### config.mk
export PLATFORM = sky130hd
export DESIGN_NAME = hid_boot_keyboard_report_diff
export DESIGN_NICKNAME = d
export VERILOG_FILES = /design/src/sv/hbkr_pkg.sv /design/src/sv/hbkr_key_lane.sv /design/src/sv/hbkr_merge.sv /design/src/sv/hid_boot_keyboard_report_diff.sv
export SDC_FILE = /design/constraint.sdc
export NUM_CORES = 1
export LEC_CHECK = 0
export BUFFER_PORTS_ARGS = -buffer_cell sky130_fd_sc_hd__buf_2
export CORE_ASPECT_RATIO = 0.8
export CORE_MARGIN = 2
export CORE_UTILIZATION = 42
export DETAILED_ROUTE_END_ITERATION = 16
export GPL_ROUTABILITY_DRIVEN = 0
export MAX_ROUTING_LAYER = met4
export PLACE_DENSITY = 0.64
export SLEW_MARGIN = 40
export SYNTH_ARGS = -nofsm -noshare
export SYNTH_HDL_FRONTEND = slang
export SYNTH_SLANG_ARGS = --single-unit
### constraint.sdc
create_clock -name clk -period 8.3 [get_ports clk]
set_clock_uncertainty 0.2 [all_clocks]
set_input_delay 0.83 -clock clk [delete_from_list [all_inputs] [get_ports clk]]
set_output_delay 0.83 -clock clk [all_outputs]
set_load 0.1 [all_outputs]
### src/sv/hbkr_pkg.sv
package hbkr_pkg;

  localparam int MOD_BITS  = 8;
  localparam int KEY_SLOTS = 6;
  localparam int NUM_EV    = MOD_BITS + 2 * KEY_SLOTS;
  localparam int EV_IDX_W  = $clog2(NUM_EV);

  localparam logic [7:0] MOD_USAGE_BASE = 8'hE0;
  localparam logic [7:0] MIN_USAGE      = 8'h04;
  localparam logic [7:0] SKIP_USAGE     = 8'h32;
  localparam logic [7:0] MAX_USAGE      = 8'h65;

  // Byte offsets inside the boot report
  localparam int MOD_BYTE  = 0;
  localparam int KEY_BYTE0 = 2;

  typedef logic [KEY_SLOTS-1:0][7:0] key_slots_t;

  // One event candidate per lane: modifiers first, then presses, then releases
  typedef struct packed {
    logic [NUM_EV-1:0]       hit;
    logic [NUM_EV-1:0]       rel;
    logic [NUM_EV-1:0][7:0]  code;
  } ev_set_t;

  function automatic logic usage_reported(input logic [7:0] u);
    usage_reported = (u >= MIN_USAGE) && (u != SKIP_USAGE) && (u <= MAX_USAGE);
  endfunction

endpackage

### src/sv/hbkr_key_lane.sv
module hbkr_key_lane (
  input  logic [7:0]          slot_code,
  input  logic                scan_en,
  input  hbkr_pkg::key_slots_t other,
  output logic                hit
);
  import hbkr_pkg::*;

  logic found;

  // Membership over all six slots of the other report, zero slots included
  always_comb begin
    found = 1'b0;
    for (int s = 0; s < KEY_SLOTS; s++) begin
      if (other[s] == slot_code) begin
        found = 1'b1;
      end
    end
  end

  assign hit = scan_en && !found && usage_reported(slot_code);

endmodule

### src/sv/hbkr_merge.sv
module hbkr_merge (
  input  logic              clk,
  input  logic              rst_n,
  input  hbkr_pkg::ev_set_t new_set,
  input  logic              in_tvalid,
  output logic              in_tready,
  output logic              out_tvalid,
  input  logic              out_tready,
  output logic [7:0]        out_code,
  output logic              out_rel,
  output logic              out_last
);
  import hbkr_pkg::*;

  logic [NUM_EV-1:0]      pend_r, pend_nxt;
  logic [NUM_EV-1:0]      rel_r;
  logic [NUM_EV-1:0][7:0] code_r;
  logic [NUM_EV-1:0]      low_bit;
  logic [NUM_EV-1:0]      pend_rest;
  logic [7:0]             code_sel;
  logic                   rel_sel;
  logic                   out_load;
  logic                   accept;

  logic                   out_valid_r, out_valid_nxt;
  logic [7:0]             out_code_r;
  logic                   out_rel_r;
  logic                   out_last_r;

  assign low_bit   = pend_r & (~pend_r + NUM_EV'(1));
  assign pend_rest = pend_r & ~low_bit;

  always_comb begin
    code_sel = '0;
    rel_sel  = 1'b0;
    for (int i = 0; i < NUM_EV; i++) begin
      if (low_bit[i]) begin
        code_sel = code_sel | code_r[i];
        rel_sel  = rel_sel | rel_r[i];
      end
    end
  end

  assign out_load  = (!out_valid_r || out_tready) && (pend_r != '0);
  assign in_tready = (pend_r == '0) || ((pend_rest == '0) && out_load);
  assign accept    = in_tvalid && in_tready;

  always_comb begin
    if (accept) begin
      pend_nxt = new_set.hit;
    end else if (out_load) begin
      pend_nxt = pend_rest;
    end else begin
      pend_nxt = pend_r;
    end
  end

  always_comb begin
    if (out_load) begin
      out_valid_nxt = 1'b1;
    end else if (out_tready) begin
      out_valid_nxt = 1'b0;
    end else begin
      out_valid_nxt = out_valid_r;
    end
  end

  always_ff @(posedge clk) begin
    if (!rst_n) begin
      pend_r      <= '0;
      out_valid_r <= 1'b0;
    end else begin
      pend_r      <= pend_nxt;
      out_valid_r <= out_valid_nxt;
    end
  end

  always_ff @(posedge clk) begin
    if (accept) begin
      rel_r  <= new_set.rel;
      code_r <= new_set.code;
    end
    if (out_load) begin
      out_code_r <= code_sel;
      out_rel_r  <= rel_sel;
      out_last_r <= (pend_rest == '0);
    end
  end

  assign out_tvalid = out_valid_r;
  assign out_code   = out_code_r;
  assign out_rel    = out_rel_r;
  assign out_last   = out_last_r;

`ifndef SYNTH
  a_no_overwrite: assert property (@(posedge clk) disable iff (!rst_n)
    accept |-> (pend_rest == '0))
    else $error("pending events overwritten by new report");

  a_load_shows: assert property (@(posedge clk) disable iff (!rst_n)
    out_load |=> out_valid_r)
    else $error("loaded event not presented");

  a_one_per_load: assert property (@(posedge clk) disable iff (!rst_n)
    (out_load && !accept) |=> ($countones(pend_r) == $countones($past(pend_r)) - 1))
    else $error("pending count did not drop by one");

  a_last_empties: assert property (@(posedge clk) disable iff (!rst_n)
    (out_load && (pend_rest == '0) && !accept) |=> (pend_r == '0))
    else $error("events left after final event");
`endif

endmodule

### src/sv/hid_boot_keyboard_report_diff.sv
// Boot keyboard report differ. Each 8-byte report transferred in on the
// in_ side is compared with the report before it (zero after reset) and
// turned into key events on the out_ side: changed modifier bits first (usage
// 0xE0 plus bit number, released = old bit value), then newly pressed keys
// in slot order, then released keys in slot order. A key scan stops at the
// first zero slot; usages 1..3, 0x32 and above 0x65 are skipped. twenty
// lanes find all candidate events of a report at once and a merge stage
// drains them through an output register, one per cycle unless out_tready
// stalls it, marking the final event with out_tlast. A report that changes
// nothing produces no transfer. The next report is taken in the same cycle
// the previous report's final event moves to the output register, and a
// report yields up to 20 events, so the event drain sets the pace.
module hid_boot_keyboard_report_diff (
  input  logic        clk,
  input  logic        rst_n,
  input  logic        in_tvalid,
  output logic        in_tready,
  input  logic [63:0] in_tdata,   // [63:0] report
  output logic        out_tvalid,
  input  logic        out_tready,
  output logic [7:0]  out_tdata,  // [7:0] usage_code
  output logic        out_tuser,  // [0] released
  output logic        out_tlast   // last_event
);
  import hbkr_pkg::*;

  logic [63:0]  prev_r;
  key_slots_t   cur_keys, prev_keys;
  logic [7:0]   cur_mod, prev_mod;
  logic [KEY_SLOTS-1:0] cur_en, prev_en;
  logic [KEY_SLOTS-1:0] press_hit, rel_hit;
  ev_set_t      ev_set;

  assign cur_mod  = in_tdata[8*MOD_BYTE +: 8];
  assign prev_mod = prev_r[8*MOD_BYTE +: 8];

  always_comb begin
    for (int s = 0; s < KEY_SLOTS; s++) begin
      cur_keys[s]  = in_tdata[8*(KEY_BYTE0+s) +: 8];
      prev_keys[s] = prev_r[8*(KEY_BYTE0+s) +: 8];
    end
  end

  // Scan stops at the first empty slot: a slot counts only if every slot up
  // to and including it is nonzero
  always_comb begin
    cur_en[0]  = (cur_keys[0] != '0);
    prev_en[0] = (prev_keys[0] != '0);
    for (int s = 1; s < KEY_SLOTS; s++) begin
      cur_en[s]  = cur_en[s-1] && (cur_keys[s] != '0);
      prev_en[s] = prev_en[s-1] && (prev_keys[s] != '0);
    end
  end

  // Press lanes check current slots against the old report, release lanes
  // check old slots against the current report
  for (genvar s = 0; s < KEY_SLOTS; s++) begin : g_keys
    hbkr_key_lane u_press (
      .slot_code (cur_keys[s]),
      .scan_en   (cur_en[s]),
      .other     (prev_keys),
      .hit       (press_hit[s])
    );
    hbkr_key_lane u_release (
      .slot_code (prev_keys[s]),
      .scan_en   (prev_en[s]),
      .other     (cur_keys),
      .hit       (rel_hit[s])
    );
  end

  // Pack lanes in event order
  always_comb begin
    for (int i = 0; i < MOD_BITS; i++) begin
      ev_set.hit[i]  = cur_mod[i] ^ prev_mod[i];
      ev_set.rel[i]  = prev_mod[i];
      ev_set.code[i] = MOD_USAGE_BASE | 8'(i);
    end
    for (int s = 0; s < KEY_SLOTS; s++) begin
      ev_set.hit[MOD_BITS+s]            = press_hit[s];
      ev_set.rel[MOD_BITS+s]            = 1'b0;
      ev_set.code[MOD_BITS+s]           = cur_keys[s];
      ev_set.hit[MOD_BITS+KEY_SLOTS+s]  = rel_hit[s];
      ev_set.rel[MOD_BITS+KEY_SLOTS+s]  = 1'b1;
      ev_set.code[MOD_BITS+KEY_SLOTS+s] = prev_keys[s];
    end
  end

  hbkr_merge u_merge (
    .clk        (clk),
    .rst_n      (rst_n),
    .new_set    (ev_set),
    .in_tvalid  (in_tvalid),
    .in_tready  (in_tready),
    .out_tvalid (out_tvalid),
    .out_tready (out_tready),
    .out_code   (out_tdata),
    .out_rel    (out_tuser),
    .out_last   (out_tlast)
  );

  // Hold the report of every transfer as the reference for the next one
  always_ff @(posedge clk) begin
    if (!rst_n) begin
      prev_r <= '0;
    end else if (in_tvalid && in_tready) begin
      prev_r <= in_tdata;
    end
  end

endmodule
# Word-level counts from Yosys, hierarchy flattened
# Cells that the tools add are included.
totals:
  out_inout_bits: 12
  register_bits: 199
  elab_cells: 357
classes:
  n_mux: 104
  eq_ne: 84
  n_lt_le_gt_ge: 24
  n_reduce_logical: 94
  add_sub_neg: 1
  bitwise_logic: 31
ops:
  columns: ["cell", "count"]
  rows:
  - ["8-bit == test", 72]
  - ["8-bit two-way mux", 20]
  - ["8-bit by 3-bit >= comparator with 1-bit output, second input constant", 12]
  - ["8-bit by 7-bit <= comparator with 1-bit output, second input constant", 12]
  - ["8-bit by 6-bit inequality test with 1-bit output, second input constant", 12]
  - ["8-bit bitwise OR", 12]
  - ["8-bit nonzero test", 12]
  - ["1-bit two-way mux", 82]
  - ["1-bit logical AND", 61]
  - ["20-bit bitwise AND", 2]
  - ["20-bit logical NOT", 2]
  - ["20-bit two-way mux", 2]
  - ["20-bit inverter", 2]
  - ["20-bit by 1-bit adder with 20-bit output, second input constant", 1]
  - ["20-bit nonzero test", 1]
  - ["1-bit logical NOT", 13]
  - ["1-bit bitwise XOR", 8]
  - ["1-bit bitwise OR", 7]
  - ["6-bit OR reduction", 1]
  - ["2-bit nonzero test", 2]
  - ["1-bit logical OR", 2]

# Longest topological paths before layout
logic_depth:
  depth_word: 35
  ltp_mapped: 11

# Modules after synthesis
# From an unflattened synthesis, not the netlist that was laid out.
hier_totals:
  hier_cells: 1809
  area_unflattened_um2: 18320.1
modules_own_cells:
  columns: ["module", "instances", "area_per_inst_um2", "seq_area_each_um2", "cells_per_inst"]
  rows:
  - ["hbkr_merge", 1, 8131.5, 6125.9, 535]
  - ["hbkr_key_lane", 12, 631.9, 0.0, 81]
  - ["hid_boot_keyboard_report_diff", 1, 2606.2, 1121.1, 302]

# Least setup slack after synthesis
# Ideal clock, no wire load.
synth_path:
  path_kind: "flip-flop to flip-flop"
  from: "register u_merge.pend_r[0]"
  to: "register u_merge.code_r[100] (netlist name) (enable)"
  required_ns: 7.627
  path_buffers: 2
  period_less_slack_ns: 7.279
  arrival_time_ns: 6.606
  slack_ns: 1.021
  stages_incl_launch_ff: 9
  setup_ns: 0.473
  path_cell_list: "dfxtp_1 -> buf_4 -> or4_1 -> buf_6 -> nor4_2 -> o2bb2ai_1 -> o21ai_0 -> o31ai_1 -> and2_1"
synth_via:
  elab_chain_len: 9
synth_lines:
  columns: ["item", "line", "rtl"]
  rows:
  - ["from (decl)", "hbkr_merge.sv:15", "logic [NUM_EV-1:0] pend_r, pend_nxt;"]
  - ["from (signal assigned)", "hbkr_merge.sv:73", "pend_r <= pend_nxt;"]
  - ["20-bit inverter", "hbkr_merge.sv:30", "assign low_bit = pend_r & (~pend_r + NUM_EV'(1));"]
  - ["20-bit by 1-bit adder with 20-bit output", "hbkr_merge.sv:30", null]
  - ["20-bit bitwise AND", "hbkr_merge.sv:30", null]
  - ["20-bit inverter", "hbkr_merge.sv:31", "assign pend_rest = pend_r & ~low_bit;"]
  - ["20-bit bitwise AND", "hbkr_merge.sv:31", null]
  - ["20-bit logical NOT", "hbkr_merge.sv:45", "assign in_tready = (pend_r == '0) || ((pend_rest == '0) && out_load);"]
  - ["1-bit logical AND", "hbkr_merge.sv:45", null]
  - ["1-bit logical OR (*)", "hbkr_merge.sv:45", null]
  - ["net in_tready", "hid_boot_keyboard_report_diff.sv:17", "output logic in_tready,"]
  - ["1-bit logical AND (*)", "hbkr_merge.sv:46", "assign accept = in_tvalid && in_tready;"]
  - ["net u_merge.accept", "hbkr_merge.sv:23", "logic accept;"]
  - ["to (signal assigned)", "hbkr_merge.sv:81", "code_r <= new_set.code;"]
  - ["to (decl)", "hbkr_merge.sv:17", "logic [NUM_EV-1:0][7:0] code_r;"]
# The timed path passes the listed nets; every way through them passes the cells marked *.
# A chain may end at the register's enable or synchronous reset.

# Worst setup path after layout
layout_path:
  from: "register u_merge.pend_r[0]"
  to: "output in_tready"
layout_via:
  elab_chain_len: 8
layout_lines:
  columns: ["item", "line"]
  rows:
  - ["20-bit inverter", "hbkr_merge.sv:30"]
  - ["20-bit by 1-bit adder with 20-bit output", "hbkr_merge.sv:30"]
  - ["20-bit bitwise AND", "hbkr_merge.sv:30"]
  - ["20-bit inverter", "hbkr_merge.sv:31"]
  - ["20-bit bitwise AND", "hbkr_merge.sv:31"]
  - ["20-bit logical NOT", "hbkr_merge.sv:45"]
  - ["1-bit logical AND", "hbkr_merge.sv:45"]
  - ["1-bit logical OR (*)", "hbkr_merge.sv:45"]
  - ["to (decl)", "hid_boot_keyboard_report_diff.sv:17"]
# Mark *: on every way between the ends. The rest lies on a longest branch, timed or not.

==> key figures <==
Route
  – Drt wl/cell: 25.56 um
  – Pre-Repair DR Iteration Count: 6
  – Via Count: 10190
  – Initial DRC Count: 1546
  – Remaining DRCs: 0
  – Total Wirelength: 41780 um
  – Antenna-violating nets left: 0
  – Via-per-instance ratio: 6.229

Timing
  – Fin crit share: 52.83%
  – Worst rel slew slack: between 40 and 50%
  – Min Hold Slack: 281.9 ps
  – Fmax: 228.1 MHz
  – Final worst-path setup slack: ~4000 ps
  – Final Hold Viols: 0
  – Setup TNS: 0 ps
  – Finish-stage setup viols: 0
  – Slew Viols, Final: 0
  – RSZ-0062 raised after global routing: false
  – Worst slew pin tran: 785.9 ps
  – Min cycle time layout: 4385 ps

Synth
  – Syn Area/Cell: 9.393 um^2
  – Synthesized area: 12140 um^2
  – Main flop type after synthesis: edfxtp_1
  – Syn Inst Count: 1292
  – Ys async rst share: 0%
  – Number of synthesized flops with an enable pin: 114
  – Yosys warnings: 0
  – Yosys reg bits: 191
  – Net Count, Synth: 1360
  – Synth cell types: 66
  – Post-synthesis sequential area ratio: 40.91%

Outcome
  – Status: complete, no violations

Placement
  – Dpl cells: between 1500 and 2000
  – Number of port buffers: 71
  – Placed cell area: 12430 um^2
  – DP HPWL: 27990 um
  – Post-place setup slack: 4233 ps

Worst hold path
  – Hold Startpoint: prev_r[1]
  – Worst hold path class: reg -> reg

Setup path
  – Max incr delay on CP: 770 ps
  – Cell family with most CP delay: simple AND/OR/NAND/NOR gates
  – Worst-path maximum fanout: 10
  – CP startpoint kind: register
  – Worst path cell trace: or4_1, nor4_2, o2bb2ai_1, o21ai_0, o31ai_1, buf_2
  – Setup crit end kind: primary output
  – Critical path type: reg -> out
  – CP max-delay cell: or4_1
  – RR Startpoint: u_merge.pend_r[0]
  – WP data required: 7270 ps
  – CP Launch Point: u_merge.pend_r[0]
  – WP buf/inv: 1
  – Arr. time, crit path: ~3400 ps

Layout
  – Final Cell Area: 13030 um^2
  – Ratio of cells with drive above 1 in the final layout: 10.13%
  – Fill cell count: between 2000 and 3000
  – Final Util: 45.95%
  – Area grow syn2layout: 7.351%
  – Post-layout net count: 1318
  – Finished Layout Cells: 1635

Pwr
  – Power per cell area: between 400 and 500 nW/um^2
  – Total power: approximately 5.7 mW
  – VDD IR max: 0.5388 mV
  – Leak: 4.251 nW

Global route
  – Initial antenna violation count: 2
  – Total Routing Usage GR: 28.19%
  – Largest net degree at the start of global routing: 83
  – Grt ovf: 0
  – Vias in the first global route: 9376
  – First-pass GRT wire length: slightly above 60000 um

Clock tree
  – H-tree depth: 4
  – CTS clk-pin slew, worst paths: roughly 80 ps
  – Clk Latency, worst-skew pair: 440 ps
  – Hold-fix buffer count after cts: 0
  – TritonCTS Buffers: 17
  – Setup repair bufs after CTS: 0
  – Root Buffer: clkbuf_16
  – Clk buf depth: 2
  – Post-cts resize count: 0
  – Clock sink count: 191
  – TritonCTS clock tree: done

Floorplan
  – Core area: 28350 um^2
  – Die Wd: roughly 190 um
  – Initial core utilization: 42.80%
  – # rows: between 50 and 60
  – Die Height: 156.0 um
  – Top-level port count: 80
  – Total die area: 30280 um^2

Flow run
  – Max_cap viols: 0
## power breakdown
group	total, mW	internal, mW	switching (mW)
registers	2.19	1.62	0.570
clock network	0.834	0.435	0.399
logic	2.71	1.01	1.71
## placed cells by master (no fill, tap or decap), types with 25 or more instances in the layout
cell        n
xnor2_1   256
a21oi_1    25
nor2_1     53
mux2i_1    57
nor4_1     35
nand4_1    72
xor2_1     40
nand2_1   169
edfxtp_1  114
buf_2      71
dfxtp_1    77
o21ai_0    33
## synthesized netlist by cell type, types with 6 or more instances
library cell | count | area share [%]
mux2i_1 | 57 | 4.7
a22o_1 | 8 | 0.58
inv_1 | 15 | 0.46
nor4_1 | 36 | 1.9
a2111oi_0 | 6 | 0.43
buf_6 | 8 | 0.74
edfxtp_1 | 114 | 28
and3_1 | 10 | 0.52
nand2_1 | 169 | 5.2
a21oi_1 | 26 | 1.1
or2_2 | 6 | 0.31
a222oi_1 | 9 | 0.74
xnor2_1 | 256 | 18
nor2_1 | 53 | 1.6
or4_1 | 10 | 0.62
a22oi_1 | 20 | 1.2
nand3_1 | 11 | 0.45
nand4_1 | 72 | 3.7
xor2_1 | 40 | 2.9
o211ai_1 | 11 | 0.68
o31ai_1 | 8 | 0.49
o21ai_0 | 33 | 1.4
buf_1 | 29 | 0.90
clkbuf_1 | 97 | 3.0
dfxtp_1 | 77 | 13
nor3_1 | 23 | 0.95
## final cells by class
cell class / count / area (um^2) / area share (%)
timing repair buffer: 81 / 435.4 / 3.342
clock inverter: 13 / 148.9 / 1.143
antenna: 2 / 5.005 / 0.03842
clock buffer: 19 / 442.9 / 3.400
sequential: 191 / 4965 / 38.11
tap: 370 / 462.9 / 3.554
inverter: 15 / 56.30 / 0.4322
multi-input combinational: 944 / 6511 / 49.98
## sequential cells by signal (all words and copies together), names as in the netlist
register	count
u_merge.code_r	96
prev_r	56
u_merge.pend_r	20
u_merge.out_code	8
u_merge.rel_r	8
u_merge.out_last	1
u_merge.out_rel	1
u_merge.out_tvalid	1
## cells by family (layout without fill, tap and decap cells)
logic type	Yosys count	in the layout	synth area share, %
XOR/XNOR	296	296	21.36
multiplexers	57	57	4.702
other	0	2	0
flip-flops	191	191	40.91
AO/OA/AOI/OAI	172	172	10.07
buffers and inverters	157	128	5.702
AND/OR/NAND/NOR	419	419	17.25
## tightest hold or removal path, stage by stage (launching register included)
cell and delay [ps]:
dfxtp_1 330, nand2_1 60, mux2i_1 50
## final timing paths
path | slack, ps | to | cells past startpoint
worst max register to register | 4180 | u_merge.code_r[157] | 7
worst min register to register | 280 | prev_r[1] | 2
worst max-delay path | 3920 | in_tready | 6
worst min-delay path | 280 | prev_r[1] | 2
## routing by layer
layer / global-route usage, % / vias up / wire length (um)
met3: 8.387 / 130 / 5554
met2: 40.26 / 710 / 17760
li1: - / 4502 / -
met4: 11.26 / 0 / 1621
met5: - / - / 0
met1: 37.32 / 4843 / 16850
Note: power is estimated with default switching activity, not from simulation.
